==> src/hdl/scrp_pkg.sv <==
// Shared types and constants for the symbolic Cholesky row-pattern block.
package scrp_pkg;

  localparam int IDX_W = 6;
  localparam int TAG_W = 6;
  localparam int PAR_W = 7;
  localparam int ENTRY_W = TAG_W + PAR_W;

  localparam logic [PAR_W-1:0] PARENT_NONE = 7'd64;

  localparam logic REQ_BEGIN = 1'b0;
  localparam logic REQ_ENTRY = 1'b1;

  typedef enum logic [1:0] {
    ST_IDLE,
    ST_CHECK,
    ST_FLUSH
  } walk_state_t;

  typedef struct packed {
    logic [IDX_W-1:0] row;
    logic [IDX_W-1:0] column;
    logic             last;
  } result_t;

endpackage

==> src/hdl/symbolic_cholesky_row_pattern.sv <==
// Begin item: acceptance enters the flush state, which loads the result word into a free
//   output slot and returns to idle. Entry item: one tree node visited per cycle unless a
//   stalled output holds the walk (one node RAM read-check-write each), after the first read
//   at acceptance; flush then loads the final word. Ignored or no-new-node entries give none.
// Words drain through one output register; a stalled consumer holds the walk.
// Reset (rst, synchronous) clears the sequencer and output valid; node RAM is not cleared.
module symbolic_cholesky_row_pattern #(
  parameter int MAX_ORDER = 64
) (
  input  logic                       clk,
  input  logic                       rst,
  input  logic                       req_valid,
  output logic                       req_stall,
  input  logic                       req_type,
  input  logic [scrp_pkg::IDX_W-1:0] column_index,
  input  logic [scrp_pkg::IDX_W-1:0] row_index,
  output logic                       res_valid,
  input  logic                       res_stall,
  output logic [scrp_pkg::IDX_W-1:0] factor_row,
  output logic [scrp_pkg::IDX_W-1:0] factor_column,
  output logic                       last
);

  import scrp_pkg::*;

  localparam int AW = $clog2(MAX_ORDER);

  logic               ram_we;
  logic [AW-1:0]      ram_waddr;
  logic [ENTRY_W-1:0] ram_wdata;
  logic [AW-1:0]      ram_raddr;
  logic [ENTRY_W-1:0] ram_rdata;
  logic               slot_free;
  logic               push;
  result_t            res;

  // Each word holds {visit tag, tree parent} of one node.
  scrp_ram #(
    .WIDTH (ENTRY_W),
    .DEPTH (MAX_ORDER)
  ) u_node_ram (
    .clk   (clk),
    .we    (ram_we),
    .waddr (ram_waddr),
    .wdata (ram_wdata),
    .raddr (ram_raddr),
    .rdata (ram_rdata)
  );

  scrp_walk #(
    .MAX_ORDER (MAX_ORDER)
  ) u_walk (
    .clk          (clk),
    .rst          (rst),
    .req_valid    (req_valid),
    .req_stall    (req_stall),
    .req_type     (req_type),
    .column_index (column_index),
    .row_index    (row_index),
    .ram_we       (ram_we),
    .ram_waddr    (ram_waddr),
    .ram_wdata    (ram_wdata),
    .ram_raddr    (ram_raddr),
    .ram_rdata    (ram_rdata),
    .slot_free    (slot_free),
    .push         (push),
    .res          (res)
  );

  scrp_out u_out (
    .clk           (clk),
    .rst           (rst),
    .push          (push),
    .res           (res),
    .slot_free     (slot_free),
    .res_valid     (res_valid),
    .res_stall     (res_stall),
    .factor_row    (factor_row),
    .factor_column (factor_column),
    .last          (last)
  );

endmodule

==> src/hdl/scrp_ram.sv <==
// Generic single-write, single-read RAM with registered read data.
module scrp_ram #(
  parameter int WIDTH = 13,
  parameter int DEPTH = 64
) (
  input  logic                     clk,
  input  logic                     we,
  input  logic [$clog2(DEPTH)-1:0] waddr,
  input  logic [WIDTH-1:0]         wdata,
  input  logic [$clog2(DEPTH)-1:0] raddr,
  output logic [WIDTH-1:0]         rdata
);

  logic [WIDTH-1:0] mem [DEPTH];

  always_ff @(posedge clk) begin
    if (we) begin
      mem[waddr] <= wdata;
    end
    rdata <= mem[raddr];
  end

endmodule

==> src/hdl/scrp_walk.sv <==
// Sequencer walking the elimination tree one node per cycle unless the output stalls.
module scrp_walk #(
  parameter int MAX_ORDER = 64
) (
  input  logic                                  clk,
  input  logic                                  rst,
  input  logic                                  req_valid,
  output logic                                  req_stall,
  input  logic                                  req_type,
  input  logic [scrp_pkg::IDX_W-1:0]            column_index,
  input  logic [scrp_pkg::IDX_W-1:0]            row_index,
  output logic                                  ram_we,
  output logic [$clog2(MAX_ORDER)-1:0]          ram_waddr,
  output logic [scrp_pkg::ENTRY_W-1:0]          ram_wdata,
  output logic [$clog2(MAX_ORDER)-1:0]          ram_raddr,
  input  logic [scrp_pkg::ENTRY_W-1:0]          ram_rdata,
  input  logic                                  slot_free,
  output logic                                  push,
  output scrp_pkg::result_t                     res
);

  import scrp_pkg::*;

  localparam int AW = $clog2(MAX_ORDER);
  localparam logic [IDX_W:0] MAX_N = (IDX_W+1)'(MAX_ORDER);

  walk_state_t state, state_next;

  logic [IDX_W-1:0] col_k;
  logic [IDX_W-1:0] node;
  logic [IDX_W-1:0] pending;
  logic             pend_valid;

  logic [TAG_W-1:0] tag_rd;
  logic [PAR_W-1:0] par_rd;
  logic [PAR_W-1:0] par_new;
  logic [IDX_W-1:0] next_node;
  logic             hit;
  logic             walk_end;
  logic             step;
  logic             accept;
  logic             in_range;
  logic             is_walk;

  assign tag_rd    = ram_rdata[ENTRY_W-1:PAR_W];
  assign par_rd    = ram_rdata[PAR_W-1:0];
  assign hit       = (tag_rd == col_k);
  assign par_new   = (par_rd == PARENT_NONE) ? {1'b0, col_k} : par_rd;
  assign next_node = par_new[IDX_W-1:0];
  // A self loop only happens at the column node, which was just tagged.
  assign walk_end  = ({1'b0, next_node} >= MAX_N) || (next_node == node);
  assign step      = !hit && (!pend_valid || slot_free);

  assign req_stall = (state != ST_IDLE);
  assign accept    = req_valid && (state == ST_IDLE);
  assign in_range  = ({1'b0, column_index} < MAX_N);
  assign is_walk   = (req_type == REQ_ENTRY) && (row_index < column_index);

  always_comb begin
    state_next = state;
    unique case (state)
      ST_IDLE: begin
        if (accept && in_range) begin
          if (req_type == REQ_BEGIN) begin
            state_next = ST_FLUSH;
          end else if (is_walk) begin
            state_next = ST_CHECK;
          end
        end
      end
      ST_CHECK: begin
        if (hit) begin
          state_next = pend_valid ? ST_FLUSH : ST_IDLE;
        end else if (step && walk_end) begin
          state_next = ST_FLUSH;
        end
      end
      ST_FLUSH: begin
        if (slot_free) begin
          state_next = ST_IDLE;
        end
      end
      default: state_next = ST_IDLE;
    endcase
  end

  always_comb begin
    ram_we    = 1'b0;
    ram_waddr = node[AW-1:0];
    ram_wdata = {col_k, PARENT_NONE};
    ram_raddr = node[AW-1:0];
    push      = 1'b0;
    res       = '{row: col_k, column: pending, last: 1'b0};
    unique case (state)
      ST_IDLE: begin
        ram_raddr = row_index[AW-1:0];
        if (accept && in_range && (req_type == REQ_BEGIN)) begin
          ram_we    = 1'b1;
          ram_waddr = column_index[AW-1:0];
          ram_wdata = {column_index, PARENT_NONE};
        end
      end
      ST_CHECK: begin
        if (step) begin
          // Tag the node, adopt it under this column if orphaned, read its parent.
          ram_we    = 1'b1;
          ram_wdata = {col_k, par_new};
          ram_raddr = next_node[AW-1:0];
          push      = pend_valid;
        end
      end
      ST_FLUSH: begin
        push     = slot_free;
        res.last = 1'b1;
      end
      default: ;
    endcase
  end

  always_ff @(posedge clk) begin
    if (rst) begin
      state      <= ST_IDLE;
      pend_valid <= 1'b0;
    end else begin
      state <= state_next;
      case (state)
        ST_IDLE: begin
          if (accept) begin
            pend_valid <= (req_type == REQ_BEGIN);
          end
        end
        ST_CHECK: begin
          if (step) begin
            pend_valid <= 1'b1;
          end
        end
        ST_FLUSH: begin
          if (slot_free) begin
            pend_valid <= 1'b0;
          end
        end
        default: ;
      endcase
    end
  end

  always_ff @(posedge clk) begin
    if (accept) begin
      col_k   <= column_index;
      node    <= row_index;
      pending <= column_index;
    end else if ((state == ST_CHECK) && step) begin
      pending <= node;
      node    <= next_node;
    end
  end

endmodule

==> src/hdl/scrp_out.sv <==
// Output register that holds one result word until the consumer takes it.
module scrp_out (
  input  logic                       clk,
  input  logic                       rst,
  input  logic                       push,
  input  scrp_pkg::result_t          res,
  output logic                       slot_free,
  output logic                       res_valid,
  input  logic                       res_stall,
  output logic [scrp_pkg::IDX_W-1:0] factor_row,
  output logic [scrp_pkg::IDX_W-1:0] factor_column,
  output logic                       last
);

  import scrp_pkg::*;

  assign slot_free = !res_valid || !res_stall;

  always_ff @(posedge clk) begin
    if (rst) begin
      res_valid <= 1'b0;
    end else if (push) begin
      res_valid <= 1'b1;
    end else if (!res_stall) begin
      res_valid <= 1'b0;
    end
  end

  always_ff @(posedge clk) begin
    if (push) begin
      factor_row    <= res.row;
      factor_column <= res.column;
      last          <= res.last;
    end
  end

endmodule

==> config.mk <==
export PLATFORM = sky130hd
export DESIGN_NAME = symbolic_cholesky_row_pattern
export DESIGN_NICKNAME = d
export VERILOG_FILES = /design/src/hdl/scrp_pkg.sv /design/src/hdl/symbolic_cholesky_row_pattern.sv /design/src/hdl/scrp_ram.sv /design/src/hdl/scrp_walk.sv /design/src/hdl/scrp_out.sv
export SDC_FILE = /design/constraint.sdc
export NUM_CORES = 1
export LEC_CHECK = 0
export ABC_AREA = 1
export BUFFER_PORTS_ARGS = -buffer_cell sky130_fd_sc_hd__buf_2
export CAP_MARGIN = 10
export CORE_UTILIZATION = 30
export CTS_CLUSTER_DIAMETER = 30
export DETAILED_ROUTE_END_ITERATION = 16
export GPL_ROUTABILITY_DRIVEN = 0
export PLACE_DENSITY_LB_ADDON = 0.15
export SYNTH_ARGS = -nofsm -noshare
export SYNTH_HDL_FRONTEND = slang
export SYNTH_SLANG_ARGS = --single-unit
==> constraint.sdc <==
create_clock -name clk -period 6.7 [get_ports clk]
set_input_delay 1.005 -clock clk [delete_from_list [all_inputs] [get_ports clk]]
set_output_delay 1.005 -clock clk [all_outputs]
set_load 0.005 [all_outputs]
==> flow_summary.json, run 1 <==
{
  "wl_per_cell_um": 22.5,
  "clk_latency_ps": 790,
  "cts_resized": 0,
  "finalHoldViolations": 0,
  "cts_buffers": 206,
  "synth_most_common_cell": "edfxtp_1",
  "worst_pin_slew_ps": 1280,
  "crit_buf_inv": 2,
  "drc_errors": 0,
  "netlist_top_cells_area": "edfxtp_1, nand3_1, inv_1, nand2_1, nand4_1",
  "firstDrtPassIters": 6,
  "fin_skew_ps": 30.2,
  "htreeDepth": 4,
  "critPathTopFamily": "simple AND/OR/NAND/NOR gates",
  "p_leak_nw": 19.9,
  "maxSlewHeadroom_pct": 14.3,
  "synth.avg_cell_area_um2": 10.5,
  "cp_cell_sequence": "inv_1, ha_1, nand2_1, nor2_1, inv_1, a21oi_1, nand4_1, nor2_1",
  "post-cts-setup-buffers": 0,
  "ys_seq_area_share_pct": 66.6,
  "synth_seq_cells": 880,
  "clock-root-buffer": "clkbuf_16",
  "setup_tns_ps": 0,
  "drtIter0Drc": 2549,
  "hpwl_mm": 71.5,
  "netlist_top_cells_count": "edfxtp_1, inv_1, nand3_1",
  "fin_crit_sh_pct": 78.4,
  "async_reset_ff_share_pct": 0,
  "grt_max_degree": 144,
  "die_x_um": 365,
  "crit_path_max_fanout": 16,
  "clock.fmax_mhz": 190,
  "track_usage_pct": 19.5,
  "synth_top_area_cell": "edfxtp_1",
  "seqCellArea_mm2": 0.0263,
  "fin_util_pct": 37.4,
  "ctsHoldBuffers": 0,
  "vias": 28000,
  "coreArea_mm2": 0.130,
  "die_area_mm2": 0.133,
  "syn_nets": 3778,
  "antenna_left": 0,
  "overflow": 0,
  "avgViaCountPerCell": 4.85,
  "cts_buffer_depth": 3,
  "synth_cell_types": 36,
  "maxCapViolations": 0,
  "fillers": 12800,
  "drt-total-wl_mm": 130,
  "hp-class": "flop to flop",
  "cts.sinks": 880,
  "netlist_instances": 3752,
  "cp-end-kind": "flop",
  "multi_input_area_mm2": 0.00929,
  "cp_data_required_time_ps": 7070,
  "antennaDiodeCount": 0,
  "final_layout_size_suffix_gt1_share_pct": 12.3,
  "ys_warn_count": 0,
  "crit_type": "flop to flop",
  "clk_pin_slew_worst_paths_ps": 40,
  "synth_top_area_share_pct": 65.7,
  "cp-start-kind": "flop",
  "status": "completed",
  "rows": 132,
  "period_needed_ps": 5250,
  "antenna_found_initial": 1,
  "critPathMaxStageDelay_ps": 1410,
  "synth_edf_count": 863,
  "rsz0062_at_grt": "no",
  "report.final.slew_viol_count": 0,
  "netlist_area_mm2": 0.0394,
  "area_growth_pct": 23.4,
  "worst_ep_arrival_time_ps": 5620,
  "fp.dieH_um": 365,
  "io_buffer_count": 31,
  "cp_slowest_cell": "nor2_1",
  "initial_core_util_pct": 30.3,
  "setup_viol": 0,
  "ir_drop_mv": 0.254,
  "report.power.total_mw": 21.7,
  "grt_pass1_wl_mm": 189,
  "powerDensity_mw_per_mm2": 446,
  "num_io_pins": 32,
  "ys.flop_type": "edfxtp_1",
  "nets": 3891,
  "cts_tree": "done",
  "grt_pass1_vias": 26800
}
state kept, by name, indices dropped and copies added (netlist names):
name	count
u_node_ram.mem	832
u_node_ram.rdata	13
u_out.factor_column	6
u_out.factor_row	6
u_out.last	1
u_out.res_valid	1
u_walk.col_k	6
u_walk.node	6
u_walk.pend_valid	1
u_walk.pending	6
u_walk.state	2
routing by layer:
metal	track usage, %	vias to the layer above	share of wire (%)	routed length (µm)
met5	0	-	0	0
met4	6.27	0	2.3	2930
met3	3.45	173	5.4	7010
met2	31.2	822	47	61000
met1	26.6	13900	45	59200
li1	-	13100	-	-
stage by stage:
step	instances	area [µm²]	worst slack [ps]	hold WS, ps
after detailed placement	5395	41700	1550	405
after global placement	5394	41700	1490	402
after floorplan	3752	39400	1710	400
after CTS	5778	48600	1730	401
final	5782	48600	1450	414
after global routing	5782	48600	1210	420
worst paths after layout:
kind | from | end | slack, ps | depth (start not counted)
max | u_walk.state[0]$_SDFFE_PP0P_ | u_node_ram.mem[8][0]$_DFFE_PP_ | 1450 | 8
min | u_walk.pending[5]$_DFFE_PP_ | u_out.factor_column[5]$_DFFE_PP_ | 410 | 0
max reg2reg | u_walk.state[0]$_SDFFE_PP0P_ | u_node_ram.mem[8][0]$_DFFE_PP_ | 1450 | 8
min reg2reg | u_walk.pending[5]$_DFFE_PP_ | u_out.factor_column[5]$_DFFE_PP_ | 410 | 0
layout by cell type (no fill, tap or decap), types with 15 or more instances in the layout:
| master | n |
|---|---|
| buf_4 | 99 |
| clkinvlp_4 | 19 |
| bufinv_16 | 24 |
| nand4_1 | 294 |
| o211ai_1 | 26 |
| buf_2 | 31 |
| clkinv_2 | 44 |
| clkbuf_16 | 212 |
| clkbuf_1 | 29 |
| nor2_1 | 80 |
| nand3_1 | 690 |
| o21ai_1 | 49 |
| edfxtp_1 | 863 |
| o21ai_0 | 72 |
| dfxtp_1 | 17 |
| inv_1 | 750 |
| clkinv_1 | 39 |
| nand2_1 | 597 |
| a21oi_1 | 15 |
kinds of logic (layout without fill, tap and decap cells):
family | after synthesis | count (layout) | share of synthesized area, %
buffers and inverters | 1001 | 1289 | 10.2
xor gates and xnor gates | 3 | 3 | 0.0667
AOI/OAI and AO/OA | 178 | 178 | 2.50
and+or+nand+nor | 1681 | 1681 | 20.3
adders and majority gates | 9 | 9 | 0.286
DFF | 880 | 880 | 66.6
final cells by class:
cell class	instances	share of cell area (%)
inverter	761	5.88
sequential	880	54.0
clock buffer	241	11.1
tap	1742	4.48
clock inverter	142	2.99
timing repair buffer	145	2.43
multi-input combinational	1871	19.1
where the power goes:
part / internal (mW) / switching (mW)
Sequential: 6.43 / 0.131
Combinational: 1.29 / 4.06
Clock: 6.63 / 3.14
Note: power is estimated with default switching activity, not from simulation.
==> run 2: changes to the inputs <==
Clock period 6.7 ns to 4.7 ns, I/O delays scaled along.
==> flow_summary.json, run 2 (synthesis results as in run 1) <==
{
  "status": "completed",
  "wl_per_cell_um": 21.4,
  "rsz0062_at_grt": "no",
  "fin_skew_ps": 30.2,
  "antenna_left": 0,
  "htreeDepth": 4,
  "area_growth_pct": 25.6,
  "worst_pin_slew_ps": 1210,
  "grt_max_degree": 152,
  "antenna_found_initial": 1,
  "die_area_mm2": 0.133,
  "crit_path_max_fanout": 47,
  "pre_cts_ws_ps": 791,
  "p_leak_nw": 20.4,
  "cts_buffers": 218,
  "final_cell_mix": "edfxtp_1, inv_1, nand3_1, nand2_1, nand4_1",
  "top_regs": "u_node_ram.mem (832), u_node_ram.rdata (13)",
  "num_io_pins": 32,
  "top_register": "u_node_ram.mem",
  "clk_latency_ps": 790,
  "cp-start-kind": "flop",
  "fillers": 12800,
  "cts_buffer_depth": 3,
  "cts_tree": "done",
  "final_common_cell": "edfxtp_1",
  "antennaDiodeCount": 0,
  "setup_viol": 0,
  "clk_pin_slew_worst_paths_ps": 50,
  "grt_pass1_wl_mm": 185,
  "ctsHoldBuffers": 0,
  "hpwl_mm": 68.6,
  "clock.fmax_mhz": 266,
  "firstDrtPassIters": 5,
  "worst_ep_arrival_time_ps": 4470,
  "seqCellArea_mm2": 0.0263,
  "drt-total-wl_mm": 125,
  "avgViaCountPerCell": 4.77,
  "track_usage_pct": 18.8,
  "maxCapViolations": 0,
  "largest_register_ffs": 832,
  "instances_no_fill": 5827,
  "nets": 3928,
  "vias": 27800,
  "multi_input_area_mm2": 0.00929,
  "final_layout_size_suffix_gt1_share_pct": 13.0,
  "finalHoldViolations": 0,
  "coreArea_mm2": 0.130,
  "period_needed_ps": 3760,
  "cp_data_required_time_ps": 5410,
  "cts.sinks": 880,
  "die_x_um": 365,
  "io_buffer_count": 31,
  "cts_resized": 0,
  "overflow": 0,
  "final.setup.worst_slack_ps": 943,
  "powerDensity_mw_per_mm2": 644,
  "crit_type": "flop to flop",
  "fin_util_pct": 38.1,
  "fin_crit_sh_pct": 79.9,
  "post-cts-setup-buffers": 0,
  "ir_drop_mv": 0.350,
  "place_inst": 5424,
  "report.final.slew_viol_count": 0,
  "clock-root-buffer": "clkbuf_16",
  "fp.dieH_um": 365,
  "drc_errors": 0,
  "cp-end-kind": "flop",
  "maxSlewHeadroom_pct": 18.4,
  "initial_core_util_pct": 30.3,
  "rows": 132,
  "report.power.total_mw": 31.9,
  "hp-class": "primary input to flop",
  "grt_pass1_vias": 26800,
  "drtIter0Drc": 2408
}
-- run 2: final timing paths --
kind | start | to | slack, ps | cells after the start
max | u_walk.col_k[4]$_DFFE_PP_ | u_node_ram.rdata[6]$_DFF_P_ | 940 | 17
min | column_index[2] | u_walk.col_k[2]$_DFFE_PP_ | 150 | 1
max reg2reg | u_walk.col_k[4]$_DFFE_PP_ | u_node_ram.rdata[6]$_DFF_P_ | 940 | 17
min reg2reg | u_walk.pending[0]$_DFFE_PP_ | u_out.factor_column[0]$_DFFE_PP_ | 410 | 0
-- run 2: per-layer routing --
metal | vias to the layer above | part of all wire, % | GRT usage (%)
li1 | 13200 | - | -
met1 | 13700 | 46 | 25.7
met2 | 727 | 47 | 30.4
met3 | 181 | 4.8 | 3.42
met4 | 0 | 2.2 | 5.73
met5 | - | 0 | 0
-- run 2: power breakdown --
part / leakage [nW] / total, mW / switching [mW] / internal [mW]
clock network: 3.62 / 14.9 / 4.48 / 10.4
registers: 8.12 / 9.30 / 0.132 / 9.17
logic: 8.64 / 7.73 / 5.76 / 1.97
total: 20.4 / 31.9 / 10.4 / 21.5
-- run 2: cell type report --
cell class	instances	area share, %
sequential	880	53.0
multi-input combinational	1871	18.8
clock buffer	265	11.7
inverter	761	5.77
tap	1742	4.40
clock inverter	138	3.26
timing repair buffer	170	3.10
-- run 2: critical path: stages, from the launching register on --
cell	delay (ps)
edfxtp_1	500
inv_1	140
nand2_1	80
nand2_1	60
nor2_2	140
nand3_2	210
nand3_4	270
nor2_4	70
buf_4	260
nor2_4	220
buf_12	310
buf_4	420
nand3_1	130
nand3_1	150
nand3_1	170
nand3_1	160
nand3_1	230
nand2_1	140
-- run 2: stage by stage --
stage | instance area, µm² | TNS [ps] | hold slack, ps
floorplan | 39400 | -9310 | 400
global placement | 42100 | 0 | 408
detailed placement | 42100 | 0 | 406
CTS | 49500 | 0 | 96.2
global route | 49500 | 0 | 120
finish | 49500 | 0 | 145
